<file path="src/design/radar_target_frame_parser_unit_defines.svh">
// Assertion macros for the radar target frame parser.
// Clock is clk, reset is rst_n (active low) in every user of these macros.
`ifndef RADAR_TARGET_FRAME_PARSER_UNIT_DEFINES_SVH
`define RADAR_TARGET_FRAME_PARSER_UNIT_DEFINES_SVH

`ifndef SYNTHESIS
// Same-cycle implication.
`define RTFP_ASSERT_IMPL(label, ante, cons) \
    label: assert property (@(posedge clk) disable iff (!rst_n) (ante) |-> (cons)) \
        else $error("rtfp assertion failed");
// Next-cycle implication.
`define RTFP_ASSERT_NEXT(label, ante, cons) \
    label: assert property (@(posedge clk) disable iff (!rst_n) (ante) |=> (cons)) \
        else $error("rtfp assertion failed");
`else
`define RTFP_ASSERT_IMPL(label, ante, cons)
`define RTFP_ASSERT_NEXT(label, ante, cons)
`endif

`endif

</file>
<file path="src/design/rtfp_pkg.sv">
package rtfp_pkg;

    // Frame layout
    localparam int unsigned DATA_DEPTH = 24;
    localparam int unsigned ADDR_W     = $clog2(DATA_DEPTH);

    localparam logic [4:0] DATA_BYTES = 5'd24;   // count value of first tail byte
    localparam logic [4:0] TAIL_LAST  = 5'd25;   // count value of second tail byte

    // Header and tail bytes
    localparam logic [7:0] HDR_B0  = 8'hAA;
    localparam logic [7:0] HDR_B1  = 8'hFF;
    localparam logic [7:0] HDR_B2  = 8'h03;
    localparam logic [7:0] HDR_B3  = 8'h00;
    localparam logic [7:0] TAIL_B0 = 8'h55;
    localparam logic [7:0] TAIL_B1 = 8'hCC;

    localparam logic [1:0] LAST_TARGET = 2'd2;
    localparam logic [1:0] LAST_WORD   = 2'd2;   // x, y, speed converted
    localparam logic [2:0] REC_LAST_BYTE = 3'd7;

    typedef enum logic [2:0] {
        HUNT_AA,
        HUNT_FF,
        HUNT_03,
        HUNT_00,
        HUNT_CAPTURE
    } rtfp_hunt_t;

    typedef enum logic [2:0] {
        DEC_IDLE,
        DEC_ADDR,
        DEC_DATA,
        DEC_CONV,
        DEC_EMIT
    } rtfp_dec_t;

    // Frame store write port
    typedef struct packed {
        logic              en;
        logic [ADDR_W-1:0] addr;
        logic [7:0]        data;
    } rtfp_wr_t;

    // Sign-magnitude to two's complement: bit 15 set means positive.
    function automatic logic signed [15:0] sm_decode(input logic [15:0] w);
        logic [15:0] mag;
        mag = {1'b0, w[14:0]};
        sm_decode = w[15] ? mag : (16'd0 - mag);
    endfunction

endpackage

</file>
<file path="src/design/rtfp_ram.sv">
module rtfp_ram #(
    parameter int unsigned WIDTH = 8,
    parameter int unsigned DEPTH = 24
) (
    input  logic                     clk,
    input  logic                     wr_en,
    input  logic [$clog2(DEPTH)-1:0] wr_addr,
    input  logic [WIDTH-1:0]         wr_data,
    input  logic [$clog2(DEPTH)-1:0] rd_addr,
    output logic [WIDTH-1:0]         rd_data
);

    logic [WIDTH-1:0] mem [DEPTH];
    logic [WIDTH-1:0] rd_data_reg;

    always_ff @(posedge clk)
    begin
        if (wr_en)
        begin
            mem[wr_addr] <= wr_data;
        end
        rd_data_reg <= mem[rd_addr];
    end

    assign rd_data = rd_data_reg;

endmodule

</file>
<file path="src/design/rtfp_hunt.sv">
module rtfp_hunt (
    input  logic             clk,
    input  logic             rst_n,
    input  logic             acc,
    input  logic [7:0]       rx_byte,
    output rtfp_pkg::rtfp_wr_t wr,
    output logic             start
);

    rtfp_pkg::rtfp_hunt_t state_reg, state_next;
    logic [4:0] count_reg, count_next;
    logic       tail_ok_reg, tail_ok_next;

    always_ff @(posedge clk or negedge rst_n)
    begin
        if (!rst_n)
        begin
            state_reg   <= rtfp_pkg::HUNT_AA;
            count_reg   <= 5'd0;
            tail_ok_reg <= 1'b0;
        end
        else
        begin
            state_reg   <= state_next;
            count_reg   <= count_next;
            tail_ok_reg <= tail_ok_next;
        end
    end

    // Next state, capture count and tail flag
    always_comb
    begin
        state_next   = state_reg;
        count_next   = count_reg;
        tail_ok_next = tail_ok_reg;
        if (acc)
        begin
            unique case (state_reg)
                rtfp_pkg::HUNT_FF:
                    state_next = (rx_byte == rtfp_pkg::HDR_B1) ? rtfp_pkg::HUNT_03
                                                               : rtfp_pkg::HUNT_AA;
                rtfp_pkg::HUNT_03:
                    state_next = (rx_byte == rtfp_pkg::HDR_B2) ? rtfp_pkg::HUNT_00
                                                               : rtfp_pkg::HUNT_AA;
                rtfp_pkg::HUNT_00:
                begin
                    if (rx_byte == rtfp_pkg::HDR_B3)
                    begin
                        state_next   = rtfp_pkg::HUNT_CAPTURE;
                        count_next   = 5'd0;
                        tail_ok_next = 1'b0;
                    end
                    else
                    begin
                        state_next = rtfp_pkg::HUNT_AA;
                    end
                end
                rtfp_pkg::HUNT_CAPTURE:
                begin
                    if (count_reg < rtfp_pkg::DATA_BYTES)
                    begin
                        count_next = count_reg + 5'd1;
                    end
                    else if (count_reg == rtfp_pkg::DATA_BYTES)
                    begin
                        tail_ok_next = (rx_byte == rtfp_pkg::TAIL_B0);
                        count_next   = count_reg + 5'd1;
                    end
                    else
                    begin
                        state_next   = rtfp_pkg::HUNT_AA;
                        count_next   = 5'd0;
                        tail_ok_next = 1'b0;
                    end
                end
                default:
                    state_next = (rx_byte == rtfp_pkg::HDR_B0) ? rtfp_pkg::HUNT_FF
                                                               : rtfp_pkg::HUNT_AA;
            endcase
        end
    end

    // Store writes and frame-good pulse
    always_comb
    begin
        wr.en   = acc && (state_reg == rtfp_pkg::HUNT_CAPTURE)
                      && (count_reg < rtfp_pkg::DATA_BYTES);
        wr.addr = count_reg[rtfp_pkg::ADDR_W-1:0];
        wr.data = rx_byte;
        start   = acc && (state_reg == rtfp_pkg::HUNT_CAPTURE)
                      && (count_reg == rtfp_pkg::TAIL_LAST)
                      && tail_ok_reg && (rx_byte == rtfp_pkg::TAIL_B1);
    end

endmodule

</file>
<file path="src/design/rtfp_decode.sv">
module rtfp_decode (
    input  logic                        clk,
    input  logic                        rst_n,
    input  logic                        start,
    input  logic [7:0]                  rd_data,
    output logic [rtfp_pkg::ADDR_W-1:0] rd_addr,
    output logic                        busy,
    output logic                        res_valid,
    input  logic                        res_stall,
    output logic [1:0]                  target_index,
    output logic                        detected,
    output logic signed [15:0]          x_pos,
    output logic signed [15:0]          y_pos,
    output logic signed [15:0]          speed,
    output logic                        last
);

    rtfp_pkg::rtfp_dec_t state_reg, state_next;

    logic [4:0]  byte_cnt_reg, byte_cnt_next;
    logic [1:0]  rec_idx_reg, rec_idx_next;
    logic [1:0]  conv_idx_reg, conv_idx_next;
    logic [63:0] rec_reg, rec_next;
    logic signed [15:0] wx_reg, wx_next;
    logic signed [15:0] wy_reg, wy_next;
    logic signed [15:0] ws_reg, ws_next;

    logic               out_valid_reg, out_valid_next;
    logic [1:0]         out_idx_reg, out_idx_next;
    logic               out_det_reg, out_det_next;
    logic signed [15:0] out_x_reg, out_x_next;
    logic signed [15:0] out_y_reg, out_y_next;
    logic signed [15:0] out_s_reg, out_s_next;
    logic               out_last_reg, out_last_next;

    logic [15:0]        conv_word;
    logic signed [15:0] conv_val;
    logic               rec_det;
    logic               emit;

    always_ff @(posedge clk or negedge rst_n)
    begin
        if (!rst_n)
        begin
            state_reg     <= rtfp_pkg::DEC_IDLE;
            byte_cnt_reg  <= 5'd0;
            rec_idx_reg   <= 2'd0;
            conv_idx_reg  <= 2'd0;
            out_valid_reg <= 1'b0;
        end
        else
        begin
            state_reg     <= state_next;
            byte_cnt_reg  <= byte_cnt_next;
            rec_idx_reg   <= rec_idx_next;
            conv_idx_reg  <= conv_idx_next;
            out_valid_reg <= out_valid_next;
        end
    end

    always_ff @(posedge clk)
    begin
        rec_reg      <= rec_next;
        wx_reg       <= wx_next;
        wy_reg       <= wy_next;
        ws_reg       <= ws_next;
        out_idx_reg  <= out_idx_next;
        out_det_reg  <= out_det_next;
        out_x_reg    <= out_x_next;
        out_y_reg    <= out_y_next;
        out_s_reg    <= out_s_next;
        out_last_reg <= out_last_next;
    end

    assign emit    = (state_reg == rtfp_pkg::DEC_EMIT) && (!out_valid_reg || !res_stall);
    assign rec_det = |rec_reg;

    // Shared sign-magnitude converter, one word per cycle
    always_comb
    begin
        case (conv_idx_reg)
            2'd0:    conv_word = rec_reg[15:0];
            2'd1:    conv_word = rec_reg[31:16];
            default: conv_word = rec_reg[47:32];
        endcase
        conv_val = rtfp_pkg::sm_decode(conv_word);
    end

    // Next state
    always_comb
    begin
        state_next = state_reg;
        unique case (state_reg)
            rtfp_pkg::DEC_IDLE:
                if (start)
                begin
                    state_next = rtfp_pkg::DEC_ADDR;
                end
            rtfp_pkg::DEC_ADDR:
                state_next = rtfp_pkg::DEC_DATA;
            rtfp_pkg::DEC_DATA:
                state_next = (byte_cnt_reg[2:0] == rtfp_pkg::REC_LAST_BYTE)
                           ? rtfp_pkg::DEC_CONV : rtfp_pkg::DEC_ADDR;
            rtfp_pkg::DEC_CONV:
                if (conv_idx_reg == rtfp_pkg::LAST_WORD)
                begin
                    state_next = rtfp_pkg::DEC_EMIT;
                end
            rtfp_pkg::DEC_EMIT:
                if (emit)
                begin
                    state_next = (rec_idx_reg == rtfp_pkg::LAST_TARGET)
                               ? rtfp_pkg::DEC_IDLE : rtfp_pkg::DEC_ADDR;
                end
            default:
                state_next = rtfp_pkg::DEC_IDLE;
        endcase
    end

    // Datapath and outputs
    always_comb
    begin
        byte_cnt_next  = byte_cnt_reg;
        rec_idx_next   = rec_idx_reg;
        conv_idx_next  = conv_idx_reg;
        rec_next       = rec_reg;
        wx_next        = wx_reg;
        wy_next        = wy_reg;
        ws_next        = ws_reg;
        out_valid_next = out_valid_reg && res_stall;
        out_idx_next   = out_idx_reg;
        out_det_next   = out_det_reg;
        out_x_next     = out_x_reg;
        out_y_next     = out_y_reg;
        out_s_next     = out_s_reg;
        out_last_next  = out_last_reg;

        unique case (state_reg)
            rtfp_pkg::DEC_IDLE:
            begin
                byte_cnt_next = 5'd0;
                rec_idx_next  = 2'd0;
            end
            rtfp_pkg::DEC_DATA:
            begin
                rec_next      = {rd_data, rec_reg[63:8]};
                byte_cnt_next = byte_cnt_reg + 5'd1;
                conv_idx_next = 2'd0;
            end
            rtfp_pkg::DEC_CONV:
            begin
                case (conv_idx_reg)
                    2'd0:    wx_next = conv_val;
                    2'd1:    wy_next = conv_val;
                    default: ws_next = conv_val;
                endcase
                conv_idx_next = conv_idx_reg + 2'd1;
            end
            rtfp_pkg::DEC_EMIT:
                if (emit)
                begin
                    out_valid_next = 1'b1;
                    out_idx_next   = rec_idx_reg;
                    out_det_next   = rec_det;
                    out_x_next     = rec_det ? wx_reg : 16'sd0;
                    out_y_next     = rec_det ? wy_reg : 16'sd0;
                    out_s_next     = rec_det ? ws_reg : 16'sd0;
                    out_last_next  = (rec_idx_reg == rtfp_pkg::LAST_TARGET);
                    rec_idx_next   = rec_idx_reg + 2'd1;
                end
            default:
            begin
            end
        endcase
    end

    assign rd_addr      = byte_cnt_reg[rtfp_pkg::ADDR_W-1:0];
    assign busy         = (state_reg != rtfp_pkg::DEC_IDLE);
    assign res_valid    = out_valid_reg;
    assign target_index = out_idx_reg;
    assign detected     = out_det_reg;
    assign x_pos        = out_x_reg;
    assign y_pos        = out_y_reg;
    assign speed        = out_s_reg;
    assign last         = out_last_reg;

endmodule

</file>
<file path="src/design/radar_target_frame_parser_unit.sv">
// Radar target frame parser. Bytes from the radar serial link come in one beat at a
// time on rx_byte (rx_valid / rx_stall). The unit hunts for the header AA FF 03 00;
// a wrong header byte sends the hunt back to waiting for AA without re-checking that
// byte. After the header, 24 data bytes go to a small frame store and two tail bytes
// are checked. On tail 55 CC the unit emits three result beats (target 0, 1, 2, last
// set on target 2) on res_valid / res_stall; a bad tail gives nothing. Each target
// record is four little-endian words x, y, speed, distance; a record of all zero
// words is reported as not detected with zero coordinates, otherwise x, y and speed
// are decoded from sign-magnitude (bit 15 set = positive). Rate: while hunting and
// capturing, one byte is taken every clock while rx_stall is low. The beat carrying
// the last tail byte of a good frame starts the decoder, and rx_stall stays high until
// the decode is done, including time the output spends stalled: per target, 8 store
// reads through the single registered read port, x, y and speed through the one
// shared sign-magnitude converter, and a load of the output register. The third
// result may still sit in the output register while the next bytes are taken.
`include "radar_target_frame_parser_unit_defines.svh"

module radar_target_frame_parser_unit (
    input  logic               clk,
    input  logic               rst_n,
    input  logic               rx_valid,
    output logic               rx_stall,
    input  logic [7:0]         rx_byte,
    output logic               res_valid,
    input  logic               res_stall,
    output logic [1:0]         target_index,
    output logic               detected,
    output logic signed [15:0] x_pos,
    output logic signed [15:0] y_pos,
    output logic signed [15:0] speed,
    output logic               last
);

    logic                        rx_acc;     // byte beat taken this cycle
    logic                        start;      // good frame, kick the decoder
    logic                        busy;
    rtfp_pkg::rtfp_wr_t          wr;
    logic [rtfp_pkg::ADDR_W-1:0] rd_addr;
    logic [7:0]                  rd_data;

    // Input is held off for the whole decode of a frame.
    assign rx_stall = busy;
    assign rx_acc   = rx_valid && !rx_stall;

    // Header hunt, capture count and tail check
    rtfp_hunt u_hunt (
        .clk     (clk),
        .rst_n   (rst_n),
        .acc     (rx_acc),
        .rx_byte (rx_byte),
        .wr      (wr),
        .start   (start)
    );

    // 24-byte frame store; written during capture, read by the decoder
    rtfp_ram #(
        .WIDTH (8),
        .DEPTH (rtfp_pkg::DATA_DEPTH)
    ) u_store (
        .clk     (clk),
        .wr_en   (wr.en),
        .wr_addr (wr.addr),
        .wr_data (wr.data),
        .rd_addr (rd_addr),
        .rd_data (rd_data)
    );

    // Record sequencer with the shared converter and output register
    rtfp_decode u_decode (
        .clk          (clk),
        .rst_n        (rst_n),
        .start        (start),
        .rd_data      (rd_data),
        .rd_addr      (rd_addr),
        .busy         (busy),
        .res_valid    (res_valid),
        .res_stall    (res_stall),
        .target_index (target_index),
        .detected     (detected),
        .x_pos        (x_pos),
        .y_pos        (y_pos),
        .speed        (speed),
        .last         (last)
    );

    // last marks exactly the third target of a frame
    `RTFP_ASSERT_IMPL(a_last_index, res_valid, last == (target_index == rtfp_pkg::LAST_TARGET))
    // undetected targets carry zero coordinates
    `RTFP_ASSERT_IMPL(a_undet_zero, res_valid && !detected, (x_pos | y_pos | speed) == 16'sd0)
    // a good tail stops byte intake on the next cycle
    `RTFP_ASSERT_NEXT(a_start_stalls, start, rx_stall)

endmodule

</file>
<file path="config.mk">
export PLATFORM = sky130hd
export DESIGN_NAME = radar_target_frame_parser_unit
export DESIGN_NICKNAME = d
export VERILOG_FILES = /design/src/design/rtfp_pkg.sv /design/src/design/rtfp_ram.sv /design/src/design/rtfp_hunt.sv /design/src/design/rtfp_decode.sv /design/src/design/radar_target_frame_parser_unit.sv
export VERILOG_INCLUDE_DIRS = /design/src /design/src/design
export SDC_FILE = /design/constraint.sdc
export NUM_CORES = 1
export LEC_CHECK = 0
export ABC_AREA = 1
export BUFFER_PORTS_ARGS = -buffer_cell sky130_fd_sc_hd__buf_2
export CORE_MARGIN = 1
export CORE_UTILIZATION = 35
export CTS_CLUSTER_DIAMETER = 200
export CTS_CLUSTER_SIZE = 24
export DETAILED_ROUTE_END_ITERATION = 10
export GPL_ROUTABILITY_DRIVEN = 0
export GPL_TIMING_DRIVEN = 0
export PLACE_DENSITY = 0.47
export SLEW_MARGIN = 20
export SYNTH_ARGS = -nofsm -noshare
export SYNTH_HDL_FRONTEND = slang
export SYNTH_HIERARCHICAL = 1
export SYNTH_SLANG_ARGS = --single-unit
</file>
<file path="constraint.sdc">
create_clock -name clk -period 9.8 [get_ports clk]
set_input_delay 0.98 -clock clk [delete_from_list [all_inputs] [get_ports clk]]
set_output_delay 0.98 -clock clk [all_outputs]
set_load 0.05 [all_outputs]
</file>
==> summary.md <==
| Metric | Value |
|---|---|
| Worst Tran Pin Value | `0.829 ns` |
| Worst-Skew Late Latency | `0.55 ns` |
| Worst Skew | `0.0299 ns` |
| Synth Area in Simple Gates | `18.2%` |
| Clock power share | `18.5%` |
| Fin crit period | `3.40 ns` |
| Post-Syn Area | `0.0162 sq mm` |
| Worst-case clock buffer depth | `3` |
| Hold Path Class | `in2async` |
| Syn_nets | `1,460` |
| Synth top area share | `65.9%` |
| Status | `finished, final reports clean` |
| Via count | `9,955` |
| Share of cells above drive strength 1 | `12.2%` |
| Synth Instances | `1,438` |
| PwrDens | `279 mW/mm^2` |
| Crit path DAT | `3.58 ns` |
| Adder-cell share of the synthesized area | `0.771%` |
| Logic pwr share | `34.7%` |
| Req. time, crit path | `9.98 ns` |
| Seq/Total Area, Yosys | `70.2%` |
| Ys async rst share | `5.70%` |
| Die ar. | `0.0472 sq mm` |
| Slowest CP cell | `nor2_1` |
| I/O Buffers | `65` |
| VDD IR max | `0.000146 V` |
| Worst setup EP type | `flop` |
| RSZ-0062 raised after global routing | `false` |
| Critical path type | `reg2reg` |
| First-pass GRT wire length | `57.4 mm` |
| Multiplexer share of the synthesized area | `0%` |
| Clock Pin Slew Worst Setup and Hold Paths | `0.10 ns` |
| Max-cap violations | `0` |
| Final wirelength | `37.2 mm` |
| FF+latch count, synth | `386` |
| Setup TNS | `0 ns` |
| Count leader, synth | `edfxtp_1` |
| Fin. Hold Viols | `0` |
| TritonRoute pass-1 iters | `5` |
| Global-route usage over all layers | `16.0%` |
| Max reg flops | `192` |
| Worst R2R Path Depth | `9` |
| H-tree lvl count | `1` |
| Reg power frac | `46.7%` |
| PnR Total Power | `0.00504 W` |
| CTS Buf Count | `20` |
| Largest net degree at the start of global routing | `63` |
| CTS tree | `done` |
| Initial Util | `35.6%` |
| CP most frequent cell | `nor2_1` |
| CORE AREA | `0.0456 sq mm` |
| Post-CTS sizing | `0` |
| PnR worst setup slack | `6.40 ns` |
| Total grt overflow | `0` |
| # clock sinks | `386` |
| Pint | `0.00315 W` |
| Leak pwr | `7.12 nW` |
| Initial antenna violation count | `0` |
| Boundary Pins | `66` |
| # rows | `78` |
| Die Ht | `217 um` |
| Top_reg_cell synth | `edfxtp_1` |
| DRT antenna net count | `0` |
| Fill cells | `4,438` |
| Drt via density | `4.64` |
| Initial DRC count | `581` |
| Area Overhead vs Synth | `11.2%` |
| Max-slew headroom | `44.5%` |
| FMAX | `294 MHz` |
| Compound-cell area share of the yosys netlist | `2.85%` |
| Area leader, netlist | `edfxtp_1` |
| Final slew viol count | `0` |
| Nets | `1,554` |
| Setup Viol. Count Final | `0` |
| EDFF count, synth | `356` |
| Crit-path max FO | `8` |
| Setup repair bufs after CTS | `0` |
| Final Cycle Share | `34.7%` |
| Post-place setup slack | `6.37 ns` |
| CP startpoint kind | `flop` |
| Max incr delay on CP | `0.75 ns` |
| Xor-xnor portion of the synthesized cell area | `0.647%` |
| Commonest cells post-synth | `edfxtp_1, nand2_1, inv_1` |
| Switching Fraction | `37.3%` |
| Die X | `217 um` |
| Yosys warns | `6` |
| # DRC | `0` |
| Hpwl dp | `25.9 mm` |
| Synth area leaders | `edfxtp_1, nand2_1, inv_1` |
| Syn_area_per_cell | `11.3 sq um` |
| Crit-path cells | `nor2_1, inv_1, nor2_1, inv_1, nor2_2, nand2_2, nor2_1, nand3b_1, nor2_1` |
| Largest family of logic cells by synthesized area | `simple AND/OR/NAND/NOR gates` |
| N_diodes | `0` |
| # hold bufs at CTS | `0` |
| CTS root buffer | `clkbuf_16` |
| Sw Pwr | `0.00188 W` |
| Number of global-route vias before repair | `9,869` |
| Synth unique cells | `38` |
| Routed wire per std cell | `17.3 um` |
[worst paths after layout]
| kind | start | to | slack, ns |
|---|---|---|---|
| max in group asynchronous | rst_n | u_decode/conv_idx_reg[0] | 9.02 |
| min in group clk | u_store/rd_data[6] | u_decode/rec_reg[62] | 0.41 |
| worst max register to register | u_decode/state_reg[2] | u_store/mem[16][3] | 6.40 |
| worst min-delay path | rst_n | u_hunt/state_reg[0] | 0.39 |
| worst min register to register | u_store/rd_data[6] | u_decode/rec_reg[62] | 0.41 |
| worst max-delay path | u_decode/state_reg[2] | u_store/mem[16][3] | 6.40 |
[routing by layer]
layer | share of wire (%) | global-route usage [%] | vias to the layer above
li1 | - | - | 4933
met1 | 44 | 20.2 | 4823
met2 | 51 | 28.8 | 152
met3 | 3.1 | 2.05 | 47
met4 | 2.1 | 3.76 | 0
met5 | 0 | 0 | -
[power by group through the flow]
stage	registers [W]	clock network, W	logic, W
floorplan	0.00241	0	0.00116
global placement	0.00241	0	0.00172
detailed placement	0.00239	0	0.00177
CTS	0.00236	0.000971	0.00178
global route	0.00238	0.00102	0.00196
finish	0.00235	0.000933	0.00175
[area by class of cell]
type	instances	area, sq um	area share [%]
repair buffers	72	445	2.47
inverters	208	783	4.34
clock inverters	1	30.0	0.166
clock buffers	35	578	3.20
plain buffers	58	400	2.22
well taps	600	751	4.16
flip-flops and latches	386	11400	63.1
multi-input cells	786	3670	20.3
[cell usage in the layout (no fill, tap or decap), drive strengths merged]
cell type	instances
nor4	9
nor3	4
and3	1
or2	1
o31ai	2
clkinv	1
nand4	8
dfrtp	22
edfxtp	356
o22ai	1
dfxtp	8
o21bai	1
buf	122
a22o	2
inv	208
o21ai	47
nand3	142
o211ai	16
a21oi	7
nand2	323
clkbuf	43
xnor2	2
ha	10
xor2	10
nor2	193
nand3b	7
[through the flow]
stage | util (%) | std cells | hold slack, ns | area, sq um
floorplan | - | 1438 | 0.386 | 16200
global placement | 38.0 | 2103 | 0.389 | 17300
detailed placement | 38.3 | 2110 | 0.389 | 17400
CTS | 39.6 | 2146 | 0.401 | 18100
global route | 39.6 | 2146 | 0.415 | 18100
finish | 39.6 | 2146 | 0.392 | 18100
[logic make-up after synthesis]
kind of cell               count (synthesis)
AOI/OAI and AO/OA                         76
DFF                                      386
adders and majority gates                 10
buffers and inverters                    266
xor gates and xnor gates                  12
and+or+nand+nor                          688
[worst max-delay path, delay by kind of cell, from the launching register on]
kind | cells | cell delay, ns
and+or+nand+nor | 7 | 2.31
DFF | 1 | 0.43
buffers and inverters | 2 | 0.28
Power figures use the tool's default switching activity.
